$ cat src/kprf_pkg.sv
// ----------------------------------------------------------------------------
// kprf_pkg: shared types and constants of the key press repeat unit.
// Phase and event codes, configuration indexes and controller interface.
// ----------------------------------------------------------------------------
package kprf_pkg;

  localparam int NumKeysDef = 4;
  localparam int MaskW      = 4;
  localparam int CodeW      = 8;
  localparam int DelayW     = 8;
  localparam int CodesW     = 32;
  localparam int CntW       = 9;
  localparam int MaxEvents  = 4;
  localparam int EvIdxW     = 2;
  localparam int EvCntW     = 3;
  localparam int CfgIdxW    = 2;

  localparam logic [CntW-1:0]   CntMax          = 9'd511;
  localparam logic [DelayW-1:0] FirstDelayReset = 8'd30;
  localparam logic [DelayW-1:0] RepeatDelayReset = 8'd20;
  localparam logic [DelayW-1:0] DoubleHitReset  = 8'd10;
  localparam logic [CodesW-1:0] KeyCodesReset   = 32'h0F0E0B0A;

  typedef enum logic [CfgIdxW-1:0] {
    CFG_FIRST_DELAY  = 2'd0,
    CFG_REPEAT_DELAY = 2'd1,
    CFG_DOUBLE_HIT   = 2'd2,
    CFG_KEY_CODES    = 2'd3
  } cfg_idx_e;

  typedef enum logic [2:0] {
    PH_IDLE = 3'd0,
    PH_CAND = 3'd1,
    PH_HELD = 3'd2,
    PH_REPT = 3'd3,
    PH_LOCK = 3'd4
  } phase_e;

  typedef enum logic [1:0] {
    EV_PRESS   = 2'd0,
    EV_LONG    = 2'd1,
    EV_RELEASE = 2'd2
  } event_e;

  typedef enum logic [1:0] {
    ST_IDLE  = 2'd0,
    ST_SCAN  = 2'd1,
    ST_DRAIN = 2'd2
  } ctrl_state_e;

  typedef struct packed {
    logic              accept;
    logic              scan;
    logic              drain;
    logic [EvIdxW-1:0] rd_idx;
  } cmd_t;

  typedef struct packed {
    logic [EvCntW-1:0] ev_cnt;
    logic              out_free;
  } status_t;

endpackage

$ cat src/kprf_ctrl.sv
// ----------------------------------------------------------------------------
// kprf_ctrl: sequencing controller of the key press repeat unit.
// Accepts one scan tick, visits one key per cycle, then drains the events.
// ----------------------------------------------------------------------------
module kprf_ctrl #(
  parameter int NUM_KEYS = kprf_pkg::NumKeysDef,
  parameter int KeyW     = (NUM_KEYS > 1) ? $clog2(NUM_KEYS) : 1
) (
  input  logic              clk_i,
  input  logic              rst_ni,
  input  logic              in_valid_i,
  output logic              in_stall_o,
  input  kprf_pkg::status_t status_i,
  output kprf_pkg::cmd_t    cmd_o,
  output logic [KeyW-1:0]   key_idx_o
);
  import kprf_pkg::*;

  localparam logic [KeyW-1:0] LastKey = KeyW'(NUM_KEYS - 1);

  ctrl_state_e       state_q, state_d;
  logic [KeyW-1:0]   key_q, key_d;
  logic [EvIdxW-1:0] rd_q, rd_d;
  logic              last_rd;

  assign last_rd = ({1'b0, rd_q} + 3'd1) == status_i.ev_cnt;

  always_comb begin
    state_d = state_q;
    case (state_q)
      ST_IDLE: begin
        if (in_valid_i) begin
          state_d = ST_SCAN;
        end
      end
      ST_SCAN: begin
        if (key_q == LastKey) begin
          state_d = ST_DRAIN;
        end
      end
      ST_DRAIN: begin
        if (status_i.ev_cnt == '0) begin
          state_d = ST_IDLE;
        end else if (status_i.out_free && last_rd) begin
          state_d = ST_IDLE;
        end
      end
      default: state_d = ST_IDLE;
    endcase
  end

  always_comb begin
    cmd_o        = '0;
    cmd_o.rd_idx = rd_q;
    in_stall_o   = 1'b1;
    key_d        = key_q;
    rd_d         = rd_q;
    case (state_q)
      ST_IDLE: begin
        in_stall_o   = 1'b0;
        cmd_o.accept = in_valid_i;
        key_d        = '0;
        rd_d         = '0;
      end
      ST_SCAN: begin
        cmd_o.scan = 1'b1;
        key_d      = key_q + 1'b1;
      end
      ST_DRAIN: begin
        if (status_i.ev_cnt != '0 && status_i.out_free) begin
          cmd_o.drain = 1'b1;
          rd_d        = rd_q + 1'b1;
        end
      end
      default: begin
        in_stall_o = 1'b1;
      end
    endcase
  end

  always_ff @(posedge clk_i or negedge rst_ni) begin
    if (!rst_ni) begin
      state_q <= ST_IDLE;
      key_q   <= '0;
      rd_q    <= '0;
    end else begin
      state_q <= state_d;
      key_q   <= key_d;
      rd_q    <= rd_d;
    end
  end

  assign key_idx_o = key_q;

endmodule

$ cat src/kprf_dp.sv
// ----------------------------------------------------------------------------
// kprf_dp: datapath of the key press repeat unit.
// Holds configuration, per-key phase and counter, event buffer and output.
// ----------------------------------------------------------------------------
module kprf_dp #(
  parameter int NUM_KEYS = kprf_pkg::NumKeysDef,
  parameter int KeyW     = (NUM_KEYS > 1) ? $clog2(NUM_KEYS) : 1
) (
  input  logic                          clk_i,
  input  logic                          rst_ni,
  input  logic                          cfg_we_i,
  input  logic [kprf_pkg::CfgIdxW-1:0]  cfg_idx_i,
  input  logic [kprf_pkg::CodesW-1:0]   cfg_data_i,
  input  logic [kprf_pkg::MaskW-1:0]    pressed_mask_i,
  input  kprf_pkg::cmd_t                cmd_i,
  input  logic [KeyW-1:0]               key_idx_i,
  output kprf_pkg::status_t             status_o,
  input  logic                          out_stall_i,
  output logic                          out_valid_o,
  output logic [kprf_pkg::CodeW-1:0]    key_code_o,
  output logic [1:0]                    event_kind_o,
  output logic                          last_event_o
);
  import kprf_pkg::*;

  logic [DelayW-1:0] first_delay_q, repeat_delay_q, double_hit_q;
  logic [CodesW-1:0] key_codes_q;
  logic [MaskW-1:0]  mask_q;

  phase_e            phase_q [NUM_KEYS];
  logic [CntW-1:0]   cnt_q   [NUM_KEYS];

  logic [CodeW-1:0]  buf_code_q [MaxEvents];
  event_e            buf_kind_q [MaxEvents];
  logic [EvCntW-1:0] ev_cnt_q;

  logic              out_valid_q;
  logic [CodeW-1:0]  out_code_q;
  event_e            out_kind_q;
  logic              out_last_q;

  logic [3:0]        key4;
  logic              down;
  logic [CodeW-1:0]  code_cur;
  phase_e            ph_cur, ph_nxt;
  logic [CntW-1:0]   cnt_cur, cnt_nxt, cnt_inc;
  logic [DelayW-1:0] limit;
  logic              ev_hit;
  event_e            ev_kind;

  assign key4     = 4'(key_idx_i);
  assign down     = (key4 < 4'd4) && mask_q[key4[1:0]];
  assign code_cur = (key4 < 4'd4) ? key_codes_q[key4[1:0]*CodeW +: CodeW] : '0;
  assign ph_cur   = phase_q[key_idx_i];
  assign cnt_cur  = cnt_q[key_idx_i];
  assign cnt_inc  = (cnt_cur == CntMax) ? cnt_cur : cnt_cur + 9'd1;
  assign limit    = (ph_cur == PH_HELD) ? first_delay_q : repeat_delay_q;

  always_comb begin
    ph_nxt  = ph_cur;
    cnt_nxt = cnt_cur;
    ev_hit  = 1'b0;
    ev_kind = EV_PRESS;
    case (ph_cur)
      PH_IDLE: begin
        if (down) begin
          ph_nxt = PH_CAND;
        end
      end
      PH_CAND: begin
        ev_hit = 1'b1;
        if (down) begin
          ph_nxt  = PH_HELD;
          cnt_nxt = '0;
          ev_kind = EV_PRESS;
        end else begin
          ph_nxt  = PH_IDLE;
          ev_kind = EV_RELEASE;
        end
      end
      PH_HELD, PH_REPT: begin
        if (down) begin
          if (cnt_cur >= {1'b0, limit}) begin
            ph_nxt  = PH_REPT;
            cnt_nxt = '0;
            ev_hit  = 1'b1;
            ev_kind = EV_LONG;
          end else begin
            cnt_nxt = cnt_inc;
          end
        end else begin
          ph_nxt  = PH_LOCK;
          cnt_nxt = '0;
          ev_hit  = 1'b1;
          ev_kind = EV_RELEASE;
        end
      end
      PH_LOCK: begin
        if (cnt_cur < {1'b0, double_hit_q}) begin
          cnt_nxt = cnt_inc;
        end else begin
          ph_nxt = PH_IDLE;
        end
      end
      default: ph_nxt = PH_IDLE;
    endcase
  end

  always_ff @(posedge clk_i or negedge rst_ni) begin
    if (!rst_ni) begin
      first_delay_q  <= FirstDelayReset;
      repeat_delay_q <= RepeatDelayReset;
      double_hit_q   <= DoubleHitReset;
      key_codes_q    <= KeyCodesReset;
    end else if (cfg_we_i) begin
      case (cfg_idx_e'(cfg_idx_i))
        CFG_FIRST_DELAY:  first_delay_q  <= cfg_data_i[DelayW-1:0];
        CFG_REPEAT_DELAY: repeat_delay_q <= cfg_data_i[DelayW-1:0];
        CFG_DOUBLE_HIT:   double_hit_q   <= cfg_data_i[DelayW-1:0];
        CFG_KEY_CODES:    key_codes_q    <= cfg_data_i;
        default: ;
      endcase
    end
  end

  always_ff @(posedge clk_i) begin
    if (cmd_i.accept) begin
      mask_q <= pressed_mask_i;
    end
  end

  always_ff @(posedge clk_i or negedge rst_ni) begin
    if (!rst_ni) begin
      for (int k = 0; k < NUM_KEYS; k++) begin
        phase_q[k] <= PH_IDLE;
        cnt_q[k]   <= '0;
      end
    end else if (cmd_i.scan) begin
      phase_q[key_idx_i] <= ph_nxt;
      cnt_q[key_idx_i]   <= cnt_nxt;
    end
  end

  always_ff @(posedge clk_i or negedge rst_ni) begin
    if (!rst_ni) begin
      ev_cnt_q <= '0;
    end else if (cmd_i.accept) begin
      ev_cnt_q <= '0;
    end else if (cmd_i.scan && ev_hit && ev_cnt_q < EvCntW'(MaxEvents)) begin
      ev_cnt_q <= ev_cnt_q + 3'd1;
    end
  end

  always_ff @(posedge clk_i) begin
    if (cmd_i.scan && ev_hit && ev_cnt_q < EvCntW'(MaxEvents)) begin
      buf_code_q[ev_cnt_q[EvIdxW-1:0]] <= code_cur;
      buf_kind_q[ev_cnt_q[EvIdxW-1:0]] <= ev_kind;
    end
  end

  always_ff @(posedge clk_i or negedge rst_ni) begin
    if (!rst_ni) begin
      out_valid_q <= 1'b0;
    end else if (cmd_i.drain) begin
      out_valid_q <= 1'b1;
    end else if (!out_stall_i) begin
      out_valid_q <= 1'b0;
    end
  end

  always_ff @(posedge clk_i) begin
    if (cmd_i.drain) begin
      out_code_q <= buf_code_q[cmd_i.rd_idx];
      out_kind_q <= buf_kind_q[cmd_i.rd_idx];
      out_last_q <= ({1'b0, cmd_i.rd_idx} + 3'd1) == ev_cnt_q;
    end
  end

  assign status_o.ev_cnt   = ev_cnt_q;
  assign status_o.out_free = !out_valid_q || !out_stall_i;

  assign out_valid_o  = out_valid_q;
  assign key_code_o   = out_code_q;
  assign event_kind_o = out_kind_q;
  assign last_event_o = out_last_q;

endmodule

$ cat src/key_press_repeat_fsm_unit.sv
// ----------------------------------------------------------------------------
// key_press_repeat_fsm_unit: key press, long-press and auto-repeat detector.
// Each accepted transfer is one scan tick with the pressed level of every
// key. The unit then visits one key per cycle, stepping that key's phase
// and tick counter, and collects up to four events in a small buffer. It
// then sends the events in key order, one per cycle while the output is
// not stalled, the final one marked by last_event_o. The controller
// visits the single key-update datapath; a new tick is taken once the
// last event sits in the output register. Configuration writes take
// effect at once and are meant for idle periods.
// ----------------------------------------------------------------------------
module key_press_repeat_fsm_unit #(
  parameter int NUM_KEYS = kprf_pkg::NumKeysDef
) (
  input  logic                          clk_i,
  input  logic                          rst_ni,
  input  logic                          cfg_we_i,
  input  logic [kprf_pkg::CfgIdxW-1:0]  cfg_idx_i,
  input  logic [kprf_pkg::CodesW-1:0]   cfg_data_i,
  input  logic                          in_valid_i,
  output logic                          in_stall_o,
  input  logic [kprf_pkg::MaskW-1:0]    pressed_mask_i,
  output logic                          out_valid_o,
  input  logic                          out_stall_i,
  output logic [kprf_pkg::CodeW-1:0]    key_code_o,
  output logic [1:0]                    event_kind_o,
  output logic                          last_event_o
);
  import kprf_pkg::*;

  localparam int KeyW = (NUM_KEYS > 1) ? $clog2(NUM_KEYS) : 1;

  cmd_t            cmd;
  status_t         status;
  logic [KeyW-1:0] key_idx;

  kprf_ctrl #(
    .NUM_KEYS (NUM_KEYS),
    .KeyW     (KeyW)
  ) u_ctrl (
    .clk_i      (clk_i),
    .rst_ni     (rst_ni),
    .in_valid_i (in_valid_i),
    .in_stall_o (in_stall_o),
    .status_i   (status),
    .cmd_o      (cmd),
    .key_idx_o  (key_idx)
  );

  kprf_dp #(
    .NUM_KEYS (NUM_KEYS),
    .KeyW     (KeyW)
  ) u_dp (
    .clk_i          (clk_i),
    .rst_ni         (rst_ni),
    .cfg_we_i       (cfg_we_i),
    .cfg_idx_i      (cfg_idx_i),
    .cfg_data_i     (cfg_data_i),
    .pressed_mask_i (pressed_mask_i),
    .cmd_i          (cmd),
    .key_idx_i      (key_idx),
    .status_o       (status),
    .out_stall_i    (out_stall_i),
    .out_valid_o    (out_valid_o),
    .key_code_o     (key_code_o),
    .event_kind_o   (event_kind_o),
    .last_event_o   (last_event_o)
  );

  a_ev_cnt_bound: assert property (@(posedge clk_i) disable iff (!rst_ni)
    status.ev_cnt <= EvCntW'(MaxEvents))
    else $error("event count exceeds buffer depth");

  a_drain_has_entry: assert property (@(posedge clk_i) disable iff (!rst_ni)
    cmd.drain |-> ({1'b0, cmd.rd_idx} < status.ev_cnt))
    else $error("drain of an empty buffer entry");

  a_busy_after_accept: assert property (@(posedge clk_i) disable iff (!rst_ni)
    (in_valid_i && !in_stall_o) |=> in_stall_o)
    else $error("input not stalled while a tick is in progress");

  a_drain_output_free: assert property (@(posedge clk_i) disable iff (!rst_ni)
    cmd.drain |-> (!out_valid_o || !out_stall_i))
    else $error("output register overwritten while stalled");

endmodule
$ cat config.mk
export PLATFORM = sky130hd
export DESIGN_NAME = key_press_repeat_fsm_unit
export DESIGN_NICKNAME = d
export VERILOG_FILES = /design/src/kprf_pkg.sv /design/src/kprf_ctrl.sv /design/src/kprf_dp.sv /design/src/key_press_repeat_fsm_unit.sv
export SDC_FILE = /design/constraint.sdc
export NUM_CORES = 1
export LEC_CHECK = 0
export BUFFER_PORTS_ARGS = -buffer_cell sky130_fd_sc_hd__buf_4
export CAP_MARGIN = 20
export CELL_PAD_IN_SITES_DETAIL_PLACEMENT = 0
export CELL_PAD_IN_SITES_GLOBAL_PLACEMENT = 1
export CORE_MARGIN = 5
export CORE_UTILIZATION = 25
export CTS_BUF_LIST = sky130_fd_sc_hd__clkbuf_8 sky130_fd_sc_hd__clkbuf_16
export CTS_CLUSTER_SIZE = 10
export DETAILED_ROUTE_END_ITERATION = 8
export HOLD_SLACK_MARGIN = 0.15
export PLACE_DENSITY = 0.49
export SYNTH_ARGS = -nofsm -noshare
export SYNTH_HDL_FRONTEND = slang
export SYNTH_HIERARCHICAL = 1
export SYNTH_SLANG_ARGS = --single-unit
export TNS_END_PERCENT = 100
$ cat constraint.sdc
create_clock -name clk_i -period 9.4 [get_ports clk_i]
set_input_delay 1.88 -clock clk_i [delete_from_list [all_inputs] [get_ports clk_i]]
set_output_delay 1.88 -clock clk_i [all_outputs]
set_load 0.01 [all_outputs]
### Yosys cells after proc, flatten, opt, wreduce, memory -nomap -nowiden

Memories as Yosys holds them, arrays and structs flattened. A register that Yosys moved wholly into a read port is not among the register bits.
Index checks and enable logic that the tools add are counted.

| word-level totals | value |
|---|---|
| register bits after elaboration | 119 |
| bits of input ports | 43 |
| output and inout bits | 13 |
| memories | 2 |
| memory bits (writable) | 40 |
| logic and storage cells | 130 |

Memory list:

| memory | depth | width | read ports | clocked after memory_dff | write ports | line | source |
|---|---|---|---|---|---|---|---|
| u_dp.buf_code_q | 4 | 8 | 1 | 1 | 1 | kprf_dp.sv:33 | `logic [CodeW-1:0] buf_code_q [MaxEvents];` |
| u_dp.buf_kind_q | 4 | 2 | 1 | 1 | 1 | kprf_dp.sv:34 | `event_e buf_kind_q [MaxEvents];` |

| cells by class | value |
|---|---|
| shift-type cells | 1 |
| bitwise operators | 1 |
| mux-type cells | 54 |
| magnitude comparators | 7 |
| $add $sub $neg | 5 |
| reduce and logical (&&, ||, !) cells | 24 |
| equal/unequal tests | 17 |

Operator list:

| kind | number |
|---|---|
| 2-to-1 mux 9 bit | 8 |
| bitwise mux 36 bit | 1 |
| indexed part select 32 x 6 -> 8 bit | 1 |
| 2-to-1 mux 3 bit | 9 |
| case mux 9 bit (3 select lines) | 1 |
| binary-select mux 9 bit (select 2 bit) | 1 |
| demux 9 bit (select 2 bit) | 1 |
| 2-to-1 mux 2 bit | 8 |
| 2-to-1 mux 8 bit | 2 |
| 2-to-1 mux 1 bit | 13 |
| bitwise mux 12 bit | 1 |
| case mux 2 bit (2 select lines) | 3 |
| case mux 3 bit (4 select lines) | 1 |
| AND reduction 2 bit | 5 |
| adder 9 x 1 -> 9 bit, second input constant | 1 |
| equality test 9 bit, second input constant | 1 |
| greater-or-equal comparator 9 x 8 -> 1 bit | 1 |
| < comparator 9 x 8 -> 1 bit | 1 |
| equality test 2 bit, second input constant | 4 |
| binary-select mux 3 bit (select 2 bit) | 1 |
| demux 3 bit (select 2 bit) | 1 |
| equality test 3 x 2 -> 1 bit, second input constant | 2 |
| logical AND 1 bit | 6 |
| zero test 3 bit | 2 |
| 25 further kinds | 34 |

### Longest topological paths before layout

| depth | value |
|---|---|
| depth in word-level cells | 14 |
| mapped depth | 13 |
| gate-level depth less buffers | 12 |

### Modules after synthesis

The synthesis kept the hierarchy.

Modules (own cells, without submodules):

| module | instances | area each (um2) | sequential area each (um2) | cells an instance |
|---|---|---|---|---|
| kprf_dp | 1 | 7,343.3 | 4,379.2 | 515 |
| kprf_ctrl | 1 | 352.8 | 150.1 | 31 |

### Worst setup path after synthesis

No wires, ideal clock.

| timing | value |
|---|---|
| path kind | register to register |
| start | register u_ctrl.key_q[0] (netlist: u_ctrl/key_idx_o[0]) |
| end | memory u_dp.buf_code_q[0][0], enable pin |
| path slack | 5.615 ns |
| buffers on the path | 1 |
| setup time | 0.343 ns |
| data required time | 9.057 ns |
| data arrival time | 3.442 ns |
| cell stages (with the launch flop) | 12 |
| path through | dfrtp_1 buf_6 mux4_2 nand2b_1 nor2_2 mux2_2 ha_1 nor2b_1 o21ai_0 a211oi_2 a31oi_1 and2_1 |

| on the way | value |
|---|---|
| cells in the longest elaborated chain, start to end | 14 |

Ends and longest elaborated chain:

| what | line | source |
|---|---|---|
| from (decl) | kprf_ctrl.sv:22 | `logic [KeyW-1:0] key_q, key_d;` |
| from (signal assigned) | kprf_ctrl.sv:88 | `key_q <= key_d;` |
| NOT 2 -> 3 bit (implied by the code) | kprf_dp.sv:54, kprf_dp.sv:55 |  |
| binary-select mux 3 bit (select 2 bit) | kprf_dp.sv:54 | `assign ph_cur = phase_q[key_idx_i];` |
| 2-to-1 mux 3 bit (implied by the code) (2 in series) | kprf_dp.sv:54 |  |
| equality test 3 x 2 -> 1 bit | kprf_dp.sv:57, kprf_dp.sv:64 |  |
| 2-to-1 mux 8 bit | kprf_dp.sv:57 | `assign limit = (ph_cur == PH_HELD) ? first_delay_q : repeat_delay_q;` |
| greater-or-equal comparator 9 x 8 -> 1 bit | kprf_dp.sv:83 | `if (cnt_cur >= {1'b0, limit}) begin` |
| 2-to-1 mux 1 bit | kprf_dp.sv:83 |  |
| 2-to-1 mux 1 bit | kprf_dp.sv:82 | `if (down) begin` |
| case mux 1 bit (2 select lines) * | kprf_dp.sv:64 | `case (ph_cur)` |
| logical AND 1 bit * (2 in series) | kprf_dp.sv:155 | `if (cmd_i.scan && ev_hit && ev_cnt_q < EvCntW'(MaxEvents)) begin` |
| 2-to-1 mux 1 bit * | kprf_dp.sv:155 |  |
| 2-to-1 mux 1 bit (implied by the code) * | kprf_dp.sv:156 | `buf_code_q[ev_cnt_q[EvIdxW-1:0]] <= code_cur;` |
| to (decl) | kprf_dp.sv:33 |  |

Mark *: on every way between the ends. The rest lies on a longest branch, timed or not. The select of a mux whose other input is x is not followed.

### Worst setup path after layout

| timing | value |
|---|---|
| start | register u_ctrl.key_q[0] (netlist: u_ctrl/key_idx_o[0]) |
| end | memory u_dp/buf_kind_q[1][0] (netlist bit), enable pin |

| on the way | value |
|---|---|
| cells in the longest elaborated chain, start to end | 14 |

Ends and longest elaborated chain:

| what | line | source |
|---|---|---|
| NOT 2 -> 3 bit (implied by the code) | kprf_dp.sv:54, kprf_dp.sv:55 |  |
| binary-select mux 3 bit (select 2 bit) | kprf_dp.sv:54 |  |
| 2-to-1 mux 3 bit (implied by the code) (2 in series) | kprf_dp.sv:54 |  |
| equality test 3 x 2 -> 1 bit | kprf_dp.sv:57, kprf_dp.sv:64 |  |
| 2-to-1 mux 8 bit | kprf_dp.sv:57 |  |
| greater-or-equal comparator 9 x 8 -> 1 bit | kprf_dp.sv:83 |  |
| 2-to-1 mux 1 bit | kprf_dp.sv:83 |  |
| 2-to-1 mux 1 bit | kprf_dp.sv:82 |  |
| case mux 1 bit (2 select lines) * | kprf_dp.sv:64 |  |
| logical AND 1 bit * (2 in series) | kprf_dp.sv:155 |  |
| 2-to-1 mux 1 bit * | kprf_dp.sv:155 |  |
| 2-to-1 mux 1 bit (implied by the code) * | kprf_dp.sv:157 | `buf_kind_q[ev_cnt_q[EvIdxW-1:0]] <= ev_kind;` |
| to (decl) | kprf_dp.sv:34 |  |

Marked as above.

==> impl_metrics.toml <==
[drt]
vias_per_cell = 4.48
drtIter0Drc = 270
dr.pass1.iters = 4
remaining_drc_errors = 0
routedWlPerCell_um = 16.8
ant_nets = 0
met1_length_mm = 8.03
wl_met3_um = 479
totalWireLength_mm = 17.0
dr_wl_met2_mm = 8.32
highest_layer = "met4"
num_vias = 4529

[timing]
max-slew-margin-rel_pct = 32.2
rsz0062_at_grt = "no"
period_minus_slack_ns = 4.94
hold_viol = 0
period_share_pct = 52.6
tightest_slew_ns = 1.01
skew_ns = 0.0126
finalSetupViolCount = 0
setup_tns_ns = 0
max_freq_mhz = 202
slew_violations = 0

[synthesis]
synth.area.top_cells = "dfrtp_1, edfxtp_1, mux4_2"
ys_ff_latch = 169
synth.most_common_cell = "dfrtp_1"
synth.distinct_cells = 55
yosysSeqAreaShare_pct = 58.9
syn-num-nets = 612
synth_ff_type = "dfrtp_1"
yosys-top-cells-count = "dfrtp_1, nand2_1, mux2_2, edfxtp_1, o21ai_0"
async_reset_ff_share_pct = 67.5
synth_area_leader_cell = "dfrtp_1"
yosysWarnings = 6
synthCells = 546
synth.avg_cell_area_um2 = 14.1
synth.top_cell.area_share_pct = 30.6
synth-edff-count = 55
synth_area_um2 = 7700

[clock_tree]
cts_root_buffer = "clkbuf_16"
postCtsSetupRepairBufs = 0
cts_max_level = 4
cts_tree = "done"
hold_buffers = 0
clk_latency_ns = 0.43
clk_pin_slew_ns = 0.07
clockBufferDepth = 2
numCtsBuffers = 17
ctsResizeCount = 0
cts.sinks = 169

[global_routing]
grt_antenna_before_repair = 0
grt_pass1_vias = 4790
grt.overflow.total = 0
track_usage_pct = 10.3
grt_first_pass_wirelength_mm = 27.4
grt_max_degree = 73

[power_and_ir_drop]
p_leak_nw = 3.58
pwr-share-seq_pct = 42.3
intPower_mw = 1.62
combinationalPowerShare_pct = 29.7
peakVddDrop_uv = 138
p_clk_share_pct = 28.0
switching_share_pct = 34.5
power_mw = 2.48
p_per_area_nw_per_um2 = 272
switching_power_uw = 857

[worst_setup_path]
critPathBufInv = 1
critPathMaxStageDelay_ns = 0.86
crit_arrival_ns = 5.00
path_cells = "buf_4 > mux4_2 > nor2_2 > mux2_2 > ha_1 > nor2b_1 > o21ai_0 > a211oi_2 > a31oi_1 > and2_1"
critPathLaunchType = "flip-flop"
critPathTopFamily = "multiplexers"
critical_path_class = "flip-flop to flip-flop"
cp.required_ns = 9.46
crit_path_top_delay_cell = "dfrtp_1"
cp_max_fo = 17
worstSetupEndpointType = "flip-flop"

[die]
die_h_um = 185
initial_core_util_pct = 25.2
die_w_um = 185
dieArea_um2 = 34400
rows = 64
pin_count = 56
core_area_um2 = 30500

[cells_and_area]
drive_above_1_share_pct = 35.4
num-nets-final = 668
diodes = 0
syn2layout_area_growth_pct = 18.6
fillCellCount = 3038

[run_status]
status = "finished, final reports clean"

[placement]
gp_congestion = 0.714
port_buffers = 55
dp_hpwl_mm = 12.1

[run]
cap_violations = 0

[worst_hold_path]
hold_path.class = "flip-flop to flip-flop"
## power by group through the flow
stage / Clock [mW] / Sequential, mW / Combinational [mW]
6_report: 0.695 / 1.05 / 0.737
3_5_place_dp: 0 / 1.07 / 0.751
3_3_place_gp: 0 / 1.07 / 0.737
5_1_grt: 0.751 / 1.07 / 0.824
2_1_floorplan: 0 / 1.02 / 0.582
4_1_cts: 0.719 / 1.06 / 0.754
## per-stage QoR
stage,std cells,cell area (µm²),worst slack (ns),hold WS (ns),util [%]
after floorplan,546,7700,5.61,0.445,-
after global placement,979,8530,4.46,0.457,28.0
after detailed placement,979,8530,4.34,0.468,28.0
after CTS,1011,9130,4.30,0.485,29.9
after global routing,1011,9130,4.03,0.487,29.9
final,1011,9130,4.46,0.480,29.9
## cells in the final DEF (no fill, tap or decap), types with 7 or more instances in the layout
cell type  count
dfrtp_1       94
buf_4         60
nand2_1       60
mux2_2        58
edfxtp_1      55
o21ai_0       40
mux4_2        31
ha_1          23
dfstp_2       20
clkbuf_16     17
inv_1         14
o21ai_1       13
mux2i_1       12
a21oi_1       11
nor2_1        10
nand3_1       10
inv_8          7
## tightest hold or removal path, cell delays in order (launching register included)
cell and delay [ns]:
dfrtp_1 0.34, nand2_1 0.04, o21ai_0 0.06
## sequential cells by signal, summed over array words and instances (netlist names)
name / count
u_ctrl/key_idx_o: 2
u_dp/repeat_delay_q: 8
u_dp/buf_kind_q: 8
u_ctrl/rd_q: 2
u_dp/out_valid_o: 1
u_dp/buf_code_q: 32
u_dp/event_kind_o: 2
u_dp/last_event_o: 1
u_dp/phase_q: 12
u_ctrl/state_q: 2
u_dp/double_hit_q: 8
u_dp/cnt_q: 36
u_dp/ev_cnt_q: 3
u_dp/first_delay_q: 8
u_dp/key_code_o: 8
u_dp/mask_q: 4
u_dp/key_codes_q: 32
## path summary, 6_finish.rpt
check	startpoint	endpoint	slack [ns]	depth (start not counted)
setup / recovery	u_ctrl/key_idx_o[0]	u_dp/buf_kind_q[1][0]	4.46	10
hold / removal	u_dp/phase_q[9]	u_dp/phase_q[9]	0.48	2
setup reg to reg	u_ctrl/key_idx_o[0]	u_dp/buf_kind_q[1][0]	4.46	10
hold reg to reg	u_dp/phase_q[9]	u_dp/phase_q[9]	0.48	2
max in group asynchronous	rst_ni	u_dp/key_codes_q[20]	6.60	2
min in group asynchronous	rst_ni	u_dp/cnt_q[30]	1.44	1
## per-layer routing
| layer | track usage, % | vias up |
|---|---|---|
| li1 | - | 2140 |
| met5 | 0 | - |
| met3 | 2.27 | 7 |
| met4 | 2.55 | 0 |
| met1 | 14.3 | 2323 |
| met2 | 16.5 | 59 |
## area by class of cell
cell class                      count  area [µm²]  share of cell area, %
Sequential cell                   169        4530                   49.6
Clock inverter                     15         169                   1.85
Inverter                           14        52.6                  0.576
Timing Repair Buffer               60         450                   4.94
Tap cell                          396         495                   5.43
Multi-Input combinational cell    340        3000                   32.9
Clock buffer                       17         425                   4.66
## cell families (layout without fill, tap and decap cells)
logic type | Yosys count | in the layout | share of synthesized area (%)
flip-flops | 169 | 169 | 58.9
AO/OA/AOI/OAI | 89 | 89 | 7.33
adder cells (fa/ha/maj) | 23 | 23 | 3.74
buffers and inverters | 37 | 106 | 2.13
AND/OR/NAND/NOR | 119 | 119 | 7.92
multiplexers | 101 | 101 | 19.1
XOR/XNOR | 8 | 8 | 0.910
Note: power is estimated with default switching activity, not from simulation.
